[src/rtl/evh_pkg.sv]
// Shared types, constants and hash functions for the event name identity hash.
// Used by evh_front, evh_queue, evh_back and event_name_identity_hash.
// No dependencies.
package evh_pkg;

	// Longest accepted name, in characters (exclusive bound).
	localparam int NAME_LIMIT = 256;
	// Character counters saturate at NAME_LIMIT, so they must be able to hold it.
	localparam int CNT_W = $clog2(NAME_LIMIT + 1);
	localparam int PREFIX_LEN = 5;

	localparam logic [31:0] FNV_BASIS = 32'h811c9dc5;
	localparam logic [31:0] FNV_PRIME = 32'h01000193;

	localparam logic [7:0] CH_SLASH  = 8'h2f;
	localparam logic [7:0] CH_BSLASH = 8'h5c;
	localparam logic [7:0] CH_DOT    = 8'h2e;
	localparam logic [7:0] CH_UPPER_A = 8'h41;
	localparam logic [7:0] CH_UPPER_Z = 8'h5a;
	localparam logic [7:0] CASE_OFFSET = 8'h20;

	// Queue between the classifier and the hash engine; depth is a power of two.
	localparam int Q_DEPTH = 2;
	localparam int Q_PTR_W = $clog2(Q_DEPTH);
	localparam int Q_CNT_W = $clog2(Q_DEPTH + 1);

	typedef struct packed {
		logic [7:0] character;
		logic       last;
	} evh_in_t;

	typedef struct packed {
		logic        valid_res;
		logic [31:0] identity;
	} evh_out_t;

	// Which running hash becomes the identity at the end of a name.
	typedef enum logic [1:0] {
		PICK_WHOLE   = 2'd0,
		PICK_SEGMENT = 2'd1,
		PICK_STEM    = 2'd2
	} evh_pick_t;

	// One classified character, as handed from the front end to the hash engine.
	typedef struct packed {
		logic [7:0] folded;     // character with upper case folded to lower
		logic       sep;        // either slash: restart segment and stem
		logic       dot;        // extension start: stem takes the segment hash
		logic       last;       // final character of the name
		logic       accept_ok;  // name passes length and ASCII checks (last only)
		evh_pick_t  pick;       // hash to report (last only)
	} evh_op_t;

	function automatic logic [7:0] fold(input logic [7:0] c);
		logic [7:0] r;
		r = c;
		if (c >= CH_UPPER_A && c <= CH_UPPER_Z) begin
			r = c + CASE_OFFSET;
		end
		return r;
	endfunction

	// One FNV-1 step on an already folded byte.
	function automatic logic [31:0] mix(input logic [31:0] h, input logic [7:0] f);
		logic [31:0] p;
		p = h * FNV_PRIME;
		return p ^ {24'h000000, f};
	endfunction

	function automatic logic [CNT_W-1:0] bump(input logic [CNT_W-1:0] n);
		logic [CNT_W-1:0] r;
		r = n;
		if (n < CNT_W'(NAME_LIMIT)) begin
			r = n + 1'b1;
		end
		return r;
	endfunction

	function automatic logic [7:0] play_tag(input logic [2:0] idx);
		logic [7:0] r;
		unique case (idx)
			3'd0: r = "p";
			3'd1: r = "l";
			3'd2: r = "a";
			3'd3: r = "y";
			3'd4: r = "_";
			default: r = 8'h00;
		endcase
		return r;
	endfunction

	function automatic logic [7:0] stop_tag(input logic [2:0] idx);
		logic [7:0] r;
		unique case (idx)
			3'd0: r = "s";
			3'd1: r = "t";
			3'd2: r = "o";
			3'd3: r = "p";
			3'd4: r = "_";
			default: r = 8'h00;
		endcase
		return r;
	endfunction

	function automatic logic [31:0] play_seed();
		logic [31:0] h;
		h = FNV_BASIS;
		for (int i = 0; i < PREFIX_LEN; i++) begin
			h = mix(h, play_tag(3'(i)));
		end
		return h;
	endfunction

	// Hash of "play_" from the basis; start value of segment and stem hashes.
	localparam logic [31:0] PLAY_SEED = play_seed();

endpackage

[src/rtl/evh_front.sv]
// Front end of the event name hash: accepts characters and classifies them.
// Tracks counts, prefix match and path flags; decides the verdict at the last character.
// Depends on evh_pkg.
module evh_front import evh_pkg::*; (
	input  logic    clk,
	input  logic    arst_n,
	input  logic    in_valid,
	input  evh_in_t in_item,
	input  logic    q_ready,
	output logic    push,
	output evh_op_t op
);

	logic [CNT_W-1:0] name_cnt_q, seg_cnt_q, stem_cnt_q;
	logic             dot_q, ascii_q, fslash_q, pplay_q, pstop_q;

	logic [CNT_W-1:0] name_n, seg_n, stem_n, keep_cnt;
	logic             dot_n, ascii_n, fslash_n, pplay_n, pstop_n;
	logic [7:0]       c, f;
	logic             sep, dot, rule_one, too_long;

	assign push = in_valid && q_ready;

	always_comb begin
		c = in_item.character;
		f = fold(c);
		sep = (c == CH_SLASH) || (c == CH_BSLASH);
		dot = !sep && (c == CH_DOT);

		name_n   = bump(name_cnt_q);
		ascii_n  = ascii_q && !c[7];
		fslash_n = fslash_q || (c == CH_SLASH);
		pplay_n  = pplay_q;
		pstop_n  = pstop_q;
		if (name_cnt_q < CNT_W'(PREFIX_LEN)) begin
			if (f != play_tag(name_cnt_q[2:0])) pplay_n = 1'b0;
			if (f != stop_tag(name_cnt_q[2:0])) pstop_n = 1'b0;
		end

		if (sep) begin
			seg_n  = '0;
			stem_n = '0;
			dot_n  = 1'b0;
		end else begin
			seg_n  = bump(seg_cnt_q);
			stem_n = dot ? seg_cnt_q : stem_cnt_q;
			dot_n  = dot_q || dot;
		end

		rule_one = (name_n >= CNT_W'(PREFIX_LEN)) && (pplay_n || pstop_n) && !fslash_n;
		keep_cnt = dot_n ? stem_n : seg_n;
		too_long = ({1'b0, keep_cnt} + (CNT_W + 1)'(PREFIX_LEN)) >= (CNT_W + 1)'(NAME_LIMIT);

		op.folded    = f;
		op.sep       = sep;
		op.dot       = dot;
		op.last      = in_item.last;
		op.accept_ok = ascii_n && (name_n < CNT_W'(NAME_LIMIT)) && (rule_one || !too_long);
		if (rule_one) begin
			op.pick = PICK_WHOLE;
		end else if (dot_n) begin
			op.pick = PICK_STEM;
		end else begin
			op.pick = PICK_SEGMENT;
		end
	end

	always_ff @(posedge clk or negedge arst_n) begin
		if (!arst_n) begin
			name_cnt_q <= '0;
			seg_cnt_q  <= '0;
			stem_cnt_q <= '0;
			dot_q      <= 1'b0;
			ascii_q    <= 1'b1;
			fslash_q   <= 1'b0;
			pplay_q    <= 1'b1;
			pstop_q    <= 1'b1;
		end else if (push) begin
			if (in_item.last) begin
				name_cnt_q <= '0;
				seg_cnt_q  <= '0;
				stem_cnt_q <= '0;
				dot_q      <= 1'b0;
				ascii_q    <= 1'b1;
				fslash_q   <= 1'b0;
				pplay_q    <= 1'b1;
				pstop_q    <= 1'b1;
			end else begin
				name_cnt_q <= name_n;
				seg_cnt_q  <= seg_n;
				stem_cnt_q <= stem_n;
				dot_q      <= dot_n;
				ascii_q    <= ascii_n;
				fslash_q   <= fslash_n;
				pplay_q    <= pplay_n;
				pstop_q    <= pstop_n;
			end
		end
	end

endmodule

[src/rtl/evh_queue.sv]
// Short queue of classified characters between the front end and the hash engine.
// Lets either side stall without stopping the other until the queue fills or runs empty.
// Depends on evh_pkg.
module evh_queue import evh_pkg::*; (
	input  logic    clk,
	input  logic    arst_n,
	input  logic    push,
	input  evh_op_t push_op,
	output logic    ready,
	output logic    q_valid,
	output evh_op_t q_op,
	input  logic    pop
);

	evh_op_t            entry_q [Q_DEPTH];
	logic [Q_PTR_W-1:0] wr_ptr_q, rd_ptr_q;
	logic [Q_CNT_W-1:0] cnt_q;

	assign ready   = (cnt_q != Q_CNT_W'(Q_DEPTH));
	assign q_valid = (cnt_q != '0);
	assign q_op    = entry_q[rd_ptr_q];

	always_ff @(posedge clk) begin
		if (push) begin
			entry_q[wr_ptr_q] <= push_op;
		end
	end

	always_ff @(posedge clk or negedge arst_n) begin
		if (!arst_n) begin
			wr_ptr_q <= '0;
			rd_ptr_q <= '0;
			cnt_q    <= '0;
		end else begin
			if (push) wr_ptr_q <= wr_ptr_q + 1'b1;
			if (pop)  rd_ptr_q <= rd_ptr_q + 1'b1;
			if (push && !pop) begin
				cnt_q <= cnt_q + 1'b1;
			end else if (pop && !push) begin
				cnt_q <= cnt_q - 1'b1;
			end
		end
	end

endmodule

[src/rtl/evh_back.sv]
// Hash engine of the event name hash: runs the whole, segment and stem FNV-1 hashes.
// Picks the identity at the last character and holds it in the output register.
// Depends on evh_pkg.
module evh_back import evh_pkg::*; (
	input  logic     clk,
	input  logic     arst_n,
	input  logic     q_valid,
	input  evh_op_t  q_op,
	output logic     pop,
	output logic     id_valid,
	output evh_out_t id_item,
	input  logic     id_stall
);

	logic [31:0] whole_q, seg_q, stem_q;
	logic [31:0] whole_n, seg_n, stem_n, id_sel;
	logic        res_valid_q, out_free, id_ok;
	evh_out_t    res_q;

	assign out_free = !res_valid_q || !id_stall;
	assign pop      = q_valid && (!q_op.last || out_free);
	assign id_valid = res_valid_q;
	assign id_item  = res_q;

	always_comb begin
		whole_n = mix(whole_q, q_op.folded);
		if (q_op.sep) begin
			seg_n  = PLAY_SEED;
			stem_n = PLAY_SEED;
		end else begin
			seg_n  = mix(seg_q, q_op.folded);
			stem_n = q_op.dot ? seg_q : stem_q;
		end
		unique case (q_op.pick)
			PICK_WHOLE:   id_sel = whole_n;
			PICK_SEGMENT: id_sel = seg_n;
			PICK_STEM:    id_sel = stem_n;
			default:      id_sel = '0;
		endcase
		id_ok = q_op.accept_ok && (id_sel != '0);
	end

	always_ff @(posedge clk or negedge arst_n) begin
		if (!arst_n) begin
			whole_q <= FNV_BASIS;
			seg_q   <= PLAY_SEED;
			stem_q  <= PLAY_SEED;
		end else if (pop) begin
			if (q_op.last) begin
				whole_q <= FNV_BASIS;
				seg_q   <= PLAY_SEED;
				stem_q  <= PLAY_SEED;
			end else begin
				whole_q <= whole_n;
				seg_q   <= seg_n;
				stem_q  <= stem_n;
			end
		end
	end

	always_ff @(posedge clk or negedge arst_n) begin
		if (!arst_n) begin
			res_valid_q <= 1'b0;
		end else if (pop && q_op.last) begin
			res_valid_q <= 1'b1;
		end else if (!id_stall) begin
			res_valid_q <= 1'b0;
		end
	end

	always_ff @(posedge clk) begin
		if (pop && q_op.last) begin
			res_q.valid_res <= id_ok;
			res_q.identity  <= id_ok ? id_sel : 32'h00000000;
		end
	end

	a_refused_is_zero: assert property (@(posedge clk) disable iff (!arst_n)
		id_valid && !id_item.valid_res |-> id_item.identity == 32'h00000000)
		else $error("refused name carries a nonzero identity");

	a_accepted_nonzero: assert property (@(posedge clk) disable iff (!arst_n)
		id_valid && id_item.valid_res |-> id_item.identity != 32'h00000000)
		else $error("accepted name carries a zero identity");

	a_no_overwrite: assert property (@(posedge clk) disable iff (!arst_n)
		res_valid_q && id_stall |-> !(pop && q_op.last))
		else $error("held result overwritten by a new name");

endmodule

[src/rtl/event_name_identity_hash.sv]
// Top level of the event name identity hash: front end, queue and hash engine.
// Depends on evh_pkg, evh_front, evh_queue and evh_back.
//
// The block takes an event declaration one character per transfer on the name channel,
// the final character flagged by last, and returns one result transfer per name on the
// id channel: a 32-bit case-insensitive FNV-1 identity and a valid_res flag. Names of
// NAME_LIMIT characters or more, or holding any byte of 128 or above, are refused. If
// the name starts with "play_" or "stop_" (any case) and contains no forward slash the
// whole name is hashed; otherwise the identity is the hash of "play_" followed by the
// last path segment (forward slash or backslash separates segments) without its final
// extension, and that form is refused when its length would reach NAME_LIMIT. A refused
// name, or one whose hash is zero, reports valid_res = 0 and identity = 0. The block
// takes one character per cycle while the queue has room; the rate is set by the hash
// engine, which performs one constant multiply and xor per running hash each cycle. Each
// character is written into the queue at its transfer and taken out by the hash engine,
// and the result of a name is registered in the output register when its last character
// is taken out, which waits while an earlier result is still waiting to be taken. The front end
// keeps accepting characters while a finished result waits to be taken, until its
// two-entry queue fills. There is no clearing pass after reset and no configuration.
module event_name_identity_hash import evh_pkg::*; (
	input  logic     clk,
	input  logic     arst_n,
	input  logic     name_valid,
	output logic     name_stall,
	input  evh_in_t  name_item,
	output logic     id_valid,
	input  logic     id_stall,
	output evh_out_t id_item
);

	logic    push, q_ready, q_valid, pop;
	evh_op_t push_op, q_op;

	// The front end can take a character whenever the queue has room.
	assign name_stall = !q_ready;

	evh_front u_front (
		.clk     (clk),
		.arst_n  (arst_n),
		.in_valid(name_valid),
		.in_item (name_item),
		.q_ready (q_ready),
		.push    (push),
		.op      (push_op)
	);

	evh_queue u_queue (
		.clk    (clk),
		.arst_n (arst_n),
		.push   (push),
		.push_op(push_op),
		.ready  (q_ready),
		.q_valid(q_valid),
		.q_op   (q_op),
		.pop    (pop)
	);

	evh_back u_back (
		.clk     (clk),
		.arst_n  (arst_n),
		.q_valid (q_valid),
		.q_op    (q_op),
		.pop     (pop),
		.id_valid(id_valid),
		.id_item (id_item),
		.id_stall(id_stall)
	);

endmodule

[config.mk]
export PLATFORM = sky130hd
export DESIGN_NAME = event_name_identity_hash
export DESIGN_NICKNAME = d
export VERILOG_FILES = /design/src/rtl/evh_pkg.sv /design/src/rtl/evh_front.sv /design/src/rtl/evh_queue.sv /design/src/rtl/evh_back.sv /design/src/rtl/event_name_identity_hash.sv
export SDC_FILE = /design/constraint.sdc
export NUM_CORES = 1
export LEC_CHECK = 0
export BUFFER_PORTS_ARGS = -buffer_cell sky130_fd_sc_hd__buf_2
export CORE_MARGIN = 1.5
export CORE_UTILIZATION = 59
export CTS_CLUSTER_DIAMETER = 150
export DETAILED_ROUTE_END_ITERATION = 7
export PLACE_DENSITY = 0.79
export SLEW_MARGIN = 20
export SYNTH_ARGS = -nofsm -noshare
export SYNTH_HDL_FRONTEND = slang
export SYNTH_SLANG_ARGS = --single-unit
export TNS_END_PERCENT = 50
[constraint.sdc]
create_clock -name clk -period 6.4 [get_ports clk]
set_clock_uncertainty 0.05 [all_clocks]
set_input_delay 1.28 -clock clk [delete_from_list [all_inputs] [get_ports clk]]
set_output_delay 1.28 -clock clk [all_outputs]
set_load 0.01 [all_outputs]
# Word-level counts from Yosys, hierarchy flattened
# Memory sizes are Yosys's and may differ from the RTL's.
# Index checks and enable logic that the tools add are counted.
[word_totals] reg_bits=166 ramBits=28 in_bits=13 memories=1
[memory_table] memory="u_queue.entry_q" words=2 width=14 read_ports=1 rd_clocked_by_memory_dff=0 wr=1 line_no="evh_queue.sv:15" text="evh_op_t entry_q [Q_DEPTH];"
[op_classes] add_sub_neg=8 mul=2 n_lt_le_gt_ge=8 n_eq_ne=13 muxes=39 bitwise=2 n_reduce_logical=35
[ops] cell="$mux W32" n=6
[ops] cell="$pmux W32 S3" n=1
[ops] cell="$mux W9" n=9
[ops] cell="$pmux W7 S5" n=2
[ops] cell="$mul A32 B25 Y32 const B" n=2
[ops] cell="$xor A32 B8 Y32" n=2
[ops] cell="$reduce_bool A32 Y1" n=1
[ops] cell="$lt A9 B9 Y1 const B" n=3
[ops] cell="$mux W8" n=3
[ops] cell="$add A9 B1 Y9 const B" n=2
[ops] cell="$eq A8 B6 Y1 const B" n=2
[ops] cell="$ne A8 B8 Y1" n=2
[ops] cell="$mux W1" n=14
[ops] cell="$logic_and A1 B1 Y1" n=13
[ops] cell="$add A9 B3 Y10 const B" n=1
[ops] cell="$ge A10 B9 Y1 const B" n=1
[ops] cell="$logic_not A1 Y1" n=10
[ops] cell="$ge A9 B3 Y1 const B" n=1
[ops] cell="$lt A9 B3 Y1 const B" n=1
[ops] cell="$add A8 B6 Y8 const B" n=1
[ops] cell="$eq A8 B7 Y1 const B" n=1
[ops] cell="$ge A8 B7 Y1 const B" n=1
[ops] cell="$le A8 B7 Y1 const B" n=1
[ops] cell="$mux W2" n=4
[ops] cell="14 further kinds" n=23

# Logic depth before layout (Yosys ltp)
# Gate-level depths: netlist of run 1.
[logic_depth] ltp_word=12 mapped_depth=24 mapped_depth_nobuf=24

# Cells and area by module
# From an unflattened synthesis of run 1, not the netlist that was laid out.
[hier_totals] hier_cells=2205 hier_area_um2=21349.2
[by_module_without_submodules] module="evh_back" n_inst=1 cells_per_inst=1851 area_per_inst_um2=17708.2
[by_module_without_submodules] module="evh_front" n_inst=1 cells_per_inst=293 area_per_inst_um2=2384.8
[by_module_without_submodules] module="evh_queue" n_inst=1 cells_per_inst=60 area_per_inst_um2=1252.5
[by_module_without_submodules] module="event_name_identity_hash" n_inst=1 cells_per_inst=1 area_per_inst_um2=3.8

# Least setup slack after synthesis of run 1
# Ideal clock, no wire load.
[synth_timing] path_type="flip-flop to flip-flop" from="reg u_back.whole_q[6]" to="reg u_back.res_q, in the netlist u_back.id_item[32], data pin" setup_ns=0.282 arrival_time_ns=5.846 required_time_ns=6.068 setup_slack_ns=0.222 path_stages_with_launch=24 synth_period_minus_slack_ns=6.178 path_cell_list="dfstp_2 -> ha_1 -> ha_1 -> inv_1 -> fa_1 -> inv_1 -> ha_1 -> fa_1 -> ha_1 -> inv_1 -> fa_1 -> inv_1 -> ha_1 -> buf_6 -> a21o_1 -> o21bai_4 -> a32oi_1 -> o211ai_2 -> a21oi_2 -> xnor2_1 -> a221o_1 -> or4_1 -> a2111oi_2 -> a41oi_1"
[synth_between] elab_chain_len=5
[synth_rtl] element="from (decl)" line_no="evh_back.sv:15" text="logic [31:0] whole_q, seg_q, stem_q;"
[synth_rtl] element="from (signal assigned)" line_no="evh_back.sv:54" text="whole_q <= whole_n;"
[synth_rtl] element="$mul A32 B25 Y32" line_no="evh_pkg.sv:66" text="p = h * FNV_PRIME;"
[synth_rtl] element="$xor A32 B8 Y32" line_no="evh_pkg.sv:67" text="return p ^ {24'h000000, f};"
[synth_rtl] element="$pmux W32 S3" line_no="evh_back.sv:34" text="unique case (q_op.pick)"
[synth_rtl] element="$reduce_bool A32 Y1" line_no="evh_back.sv:40" text="id_ok = q_op.accept_ok && (id_sel != '0);"
[synth_rtl] element="$logic_and A1 B1 Y1" line_no="evh_back.sv:40"
[synth_rtl] element="via u_back.id_ok" line_no="evh_back.sv:17" text="logic res_valid_q, out_free, id_ok;"
[synth_rtl] element="to (decl)" line_no="evh_back.sv:18" text="evh_out_t res_q;"
# The timed path passes the listed nets, and every way through them passes these cells.
# A chain may end at the register's enable or synchronous reset.

# Worst setup path after layout of run 1
[layout_timing] from="reg u_back.seg_q[4]" to="reg u_back.res_q, in the netlist u_back.id_item[32], data pin"
[layout_between] elab_chain_len=6 word_cells_on_any_way=8
[layout_rtl] element="from (decl)" line_no="evh_back.sv:15"
[layout_rtl] element="from (signal assigned)" line_no="evh_back.sv:55" text="seg_q <= seg_n;"
[layout_rtl] element="$mul A32 B25 Y32" line_no="evh_pkg.sv:66"
[layout_rtl] element="$xor A32 B8 Y32" line_no="evh_pkg.sv:67"
[layout_rtl] element="$mux W32" line_no="evh_back.sv:27" text="if (q_op.sep) begin"
[layout_rtl] element="$pmux W32 S3 *" line_no="evh_back.sv:34"
[layout_rtl] element="$reduce_bool A32 Y1 *" line_no="evh_back.sv:40"
[layout_rtl] element="$logic_and A1 B1 Y1 *" line_no="evh_back.sv:40"
[layout_rtl] element="via u_back.id_ok" line_no="evh_back.sv:17"
# Mark *: on every way through the listed nets, which the timed path passes. The rest lies on a longest branch.

==> impl_metrics.yaml, run 1 <==
placed_design:
  io_buffers: 47
  place_congestion: 0.9640
  dpl_cell_area_sq_mm: 0.02246
  dp_hpwl_mm: 44.28
  pre_cts_slack_ns: -0.3017
die:
  rows: 68
  die_h_microns: 191.7
  ios: 48
  core_sq_mm: 0.03480
  start_util_pct: 60.38
  dieWidth_microns: 191.7
  die_area_sq_mm: 0.03675
global_route:
  first_global_vias: 17480
  gr-total-overflow: 0
  antenna_found_initial: 2
  grt_max_degree: 52
  track_usage_pct: 31.43
  grt_pass1_wl_mm: 89.28
cts:
  cts_made_buffers: 17
  clock_tree.root_cell: "clkbuf_16"
  clk_latency_ns: 0.47
  clk_path_buf_depth: 2
  clock-sinks: 194
  htree_num_levels: 4
  clkSlewWorstSetupHoldPaths_ns: 0.08
  cts_tree: "done"
  cts_hold_buf: 0
finish:
  nFillCells: 2541
  fin_nets: 2843
  regArea_sq_mm: 0.005234
  most-common-layout-cells: "inv_1, ha_1, fa_1"
  antenna_cells: 0
  multi_input_area_sq_mm: 0.01474
  final_common_cell: "inv_1"
  final_util_pct: 68.89
  drive_gt1_share_pct: 17.93
  postLayoutCellArea_sq_mm: 0.02397
  syn2layout_area_growth_pct: 14.10
synth:
  yosysWarningCount: 0
  avgSynthCellArea_sq_um: 9.723
  synth_edf_count: 61
  ys.flop_type: "dfrtp_1"
  syn_area_sq_mm: 0.02101
  ys_seq_area_share_pct: 24.87
  yosysUniqueCellTypes: 90
  netlist_instances: 2161
  ys_seq_elements: 194
  ys_async_sr_fraction_pct: 68.56
  synth_nets: 2702
timing:
  period_share_pct: 100.1
  drv_slew: 0
  setup_ws_ns: -0.006279
  setup_violations: 1
  tightestPinTransition_ns: 1.162
  slew_headroom_pct: 22.04
  rsz0062_at_grt: "yes"
  max_freq_mhz: 156.1
  finalHoldViolCount: 0
  finalCriticalPeriod_ns: 6.406
route:
  vias: 17090
  firstDrtPassIters: 8
  drtIter0Drc: 1573
  vias_per_cell: 6.168
  drc: 0
  routed_wl_mm: 57.63
  wl_per_cell_microns: 20.80
  ant_nets: 0
worst_hold_path:
  hold_class: "flop to flop"
status:
  status: "finished, violations left"
  violations: "setup timing"
flow_run:
  cap_violations: 0
critical_path:
  path_class: "flop to flop"
  cp_data_required_time_ns: 6.53
  end_kind: "flop"
  crit_fanout: 6
  worstPathArrival_ns: 6.53
  crit_path_start_kind: "flop"
==> worst paths after layout <==
kind / start / to / slack, ns / cells past startpoint
hold / removal: u_front.stem_cnt_q[8] / u_front.stem_cnt_q[8] / 0.45 / 1
setup / recovery: u_back.seg_q[4] / u_back.id_item[32] / -0.006 / 19
hold reg to reg: u_front.stem_cnt_q[8] / u_front.stem_cnt_q[8] / 0.45 / 1
setup reg to reg: u_back.seg_q[4] / u_back.id_item[32] / -0.006 / 19
max in group asynchronous: arst_n / u_back.seg_q[12] / 4.52 / 2
min in group asynchronous: arst_n / u_front.name_cnt_q[1] / 0.67 / 1
==> cell usage after synthesis (all sizes together), types with 48 or more instances <==
cell	instances	share of area [%]
inv	403	7.2
ha	380	23
fa	148	14
nand2	136	2.4
a21oi	110	2.7
nor2	106	1.9
dfrtp	80	9.5
o21ai	77	1.9
xnor2	73	3.0
edfxtp	61	8.7
dfstp	53	6.6
a22o	48	2.0
clkbuf	48	0.86
==> kinds of logic after synthesis <==
group | after synthesis | share of synthesized area, %
adder cells (fa/ha/maj) | 528 | 36.73
buffers and inverters | 467 | 8.533
AO/OA/AOI/OAI | 446 | 15.20
AND/OR/NAND/NOR | 386 | 8.474
flip-flops | 194 | 24.87
XOR/XNOR | 105 | 4.377
multiplexers | 35 | 1.810
==> cell type report <==
class | count | share of cell area (%)
well taps | 455 | 2.375
flip-flops and latches | 194 | 21.83
clock inverters | 14 | 0.7620
inverters | 404 | 6.325
multi-input cells | 1500 | 61.47
repair buffers | 185 | 5.407
clock buffers | 18 | 1.832
==> per-layer routing <==
metal / vias up / routed length [microns] / global-route usage, %
met2: 781 / 28080 / 54.10
met1: 8400 / 22810 / 39.51
met3: 173 / 4310 / 4.568
li1: 7727 / - / -
met4: 4 / 2403 / 12.98
met5: - / 30 / 0
==> worst max-delay path, cell delays in order (launching register included) <==
cell	delay [ns]
dfstp_2	0.62
ha_1	0.26
ha_1	0.30
fa_1	0.44
ha_1	0.23
fa_1	0.44
ha_1	0.29
inv_1	0.05
fa_1	0.51
inv_1	0.07
ha_1	0.38
nand3_1	0.11
nand2_1	0.14
o2111a_1	0.30
or3_4	0.39
mux2i_1	0.14
a221o_1	0.34
or4_4	0.54
a2111oi_4	0.36
a41oi_2	0.15
==> per-stage QoR <==
stage,hold WS [ns],cells,TNS [ns]
floorplan,0.4090,2161,0
global placement,0.4243,2718,-0.002200
detailed placement,0.4289,2718,-0.3017
CTS,0.4430,2754,0
global route,0.4693,2770,-0.1596
finish,0.4541,2770,-0.006279
==> state kept, by name (all words and copies together) (netlist names), 9 cells and up <==
register,count
u_back.seg_q,32
u_front.seg_cnt_q,9
u_front.name_cnt_q,9
u_back.id_item,33
u_back.stem_q,32
u_back.whole_q,32
u_front.stem_cnt_q,9
u_queue.entry_q,28
==> timing repair <==
| action | in CTS | in global routing |
|---|---|---|
| buffers inserted | 4 | 16 |
| resized for setup | 15 | 120 |
| setup endpoints to repair | 1 | 3 |
| pin swaps | 3 | 40 |
Power of run 1 is left out: the tool's default activity adds up to more than one toggle a clock period on the data nets, which glitch-free logic cannot reach.
==> run 2: changes to the inputs <==
Settings changed: CORE_UTILIZATION 59 to 65, CTS_CLUSTER_DIAMETER 150 to 50, HOLD_SLACK_MARGIN from default to 0.02, PLACE_DENSITY 0.79 to 0.82.
Clock period 6.4 ns to 6.95 ns, I/O delays scaled along.
==> impl_metrics.yaml, run 2 (synthesized netlist as in run 1, its figures left out) <==
critical_path:
  worstPathArrival_ns: 6.88
  path_class: "flop to flop"
  rrSetupSlack_ns: 0.18
  cp_data_required_time_ns: 7.06
  end_kind: "flop"
  r2r_start: "u_back.whole_q[18]"
  crit_fanout: 6
  r2r_end: "u_back.id_item[32]"
  crit_path_start_kind: "flop"
  reg2reg_depth: 21
route:
  routed_wl_mm: 54.20
  vias_per_cell: 6.234
  drtIter0Drc: 1603
  vias: 16340
  firstDrtPassIters: 6
  ant_nets: 0
  drc: 0
  wl_per_cell_microns: 20.68
worst_hold_path:
  holdCritStartpoint: "u_queue.wr_ptr_q"
  whs_path_depth: 1
  hold_class: "flop to flop"
  hold_end: "u_queue.wr_ptr_q"
die:
  die_h_microns: 182.8
  ios: 48
  rows: 65
  core_sq_mm: 0.03172
  start_util_pct: 66.24
  die_area_sq_mm: 0.03341
  dieWidth_microns: 182.8
timing:
  finalHoldViolCount: 0
  finalSetupTns_ns: 0
  drv_slew: 0
  max_freq_mhz: 147.7
  tightestPinTransition_ns: 1.105
  period_share_pct: 97.41
  setup_violations: 0
  finalCriticalPeriod_ns: 6.770
  slew_headroom_pct: 25.84
  rsz0062_at_grt: "no"
finish:
  syn2layout_area_growth_pct: 6.812
  most-common-layout-cells: "inv_1, ha_1, fa_1"
  drive_gt1_share_pct: 10.05
  antenna_cells: 0
  fin_nets: 2747
  final_common_cell: "inv_1"
  largest_reg_flops: 33
cts:
  clock_tree.root_cell: "clkbuf_16"
  htree_num_levels: 4
  clk_latency_ns: 0.46
  cts_made_buffers: 17
  clkSlewWorstSetupHoldPaths_ns: 0.08
  cts_tree: "done"
  clock-sinks: 194
  clk_path_buf_depth: 2
  cts_hold_buf: 0
placed_design:
  dp_hpwl_mm: 43.86
  io_buffers: 47
  place_congestion: 0.9700
status:
  status: "completed"
global_route:
  grt-busiest-layer: "met2"
  gr-total-overflow: 0
  first_global_vias: 16830
  grt_max_degree: 79
  grt_pass1_wl_mm: 87.40
  antenna_found_initial: 0
  grtUsageMet2_pct: 57.44
  track_usage_pct: 33.82
  groute.layer.met3.usage_pct: 6.156
  grtUsageMet1_pct: 43.14
flow_run:
  cap_violations: 0
-- run 2: cell types whose count changed in the layout (fill, tap and decap cells not counted), moves of 9 or more --
cell	change
a21oi_1	+11
buf_4	-91
ha_1	+32
ha_4	-24
o21ai_0	+9
-- run 2: layer usage --
layer / share of wire, % / wire length, microns
met1: 40 / 21760
met2: 48 / 26120
met3: 7.7 / 4187
met4: 3.9 / 2140
met5: 0 / 0
-- run 2: area by class of cell --
cell class | count | area [sq um]
flip-flops and latches | 194 | 5228
fillers | 2303 | 9275
repair buffers | 89 | 556.8
clock buffers | 18 | 429.2
inverters | 404 | 1516
well taps | 402 | 503.0
multi-input cells | 1500 | 14060
clock inverters | 14 | 146.4
-- run 2: critical path, stage by stage (launching register included) --
cell and delay, ns:
dfstp_2 0.64, ha_1 0.27, ha_1 0.27, inv_1 0.05
fa_1 0.53, inv_1 0.04, ha_1 0.37, ha_1 0.37
inv_1 0.10, fa_1 0.51, fa_1 0.55, inv_1 0.06
ha_1 0.38, nand3_1 0.10, nor2_1 0.20, nand3_1 0.13
or3_1 0.41, a31oi_1 0.31, xor2_1 0.20, a221o_1 0.34
a2111oi_1 0.41, a41oi_1 0.17
-- run 2: worst max path at each step --
stage,slack (ns),endpoint,cells after the start,start
after CTS,0.14,u_back.id_item[32],22,u_back.whole_q[6]
after floorplan,0.77,u_back.id_item[32],23,u_back.whole_q[6]
after detailed placement,0.15,u_back.id_item[32],22,u_back.whole_q[6]
final,0.18,u_back.id_item[32],21,u_back.whole_q[18]
after global placement,0.20,u_back.id_item[32],22,u_back.whole_q[6]
after global routing,0.009,u_back.id_item[32],22,u_back.whole_q[18]
-- run 2: metrics by stage --
| stage | setup WS (ns) | cells | utilization [%] | cell area (sq um) | hold WS (ns) |
|---|---|---|---|---|---|
| 2_1_floorplan | 0.7723 | 2161 | - | 21010 | 0.4090 |
| 3_3_place_gp | 0.1982 | 2584 | 68.68 | 21780 | 0.4248 |
| 6_report | 0.1803 | 2621 | 70.76 | 22440 | 0.4451 |
| 3_5_place_dp | 0.1472 | 2584 | 68.68 | 21780 | 0.4277 |
| 5_1_grt | 0.008963 | 2621 | 70.76 | 22440 | 0.4623 |
| 4_1_cts | 0.1352 | 2616 | 70.49 | 22360 | 0.4435 |
-- run 2: timing repair --
action | CTS | global route
setup endpoints to repair | 0 | 1
resized for setup | 0 | 11
setup buffers | 0 | 5
Power of run 2 is left out for the same reason.
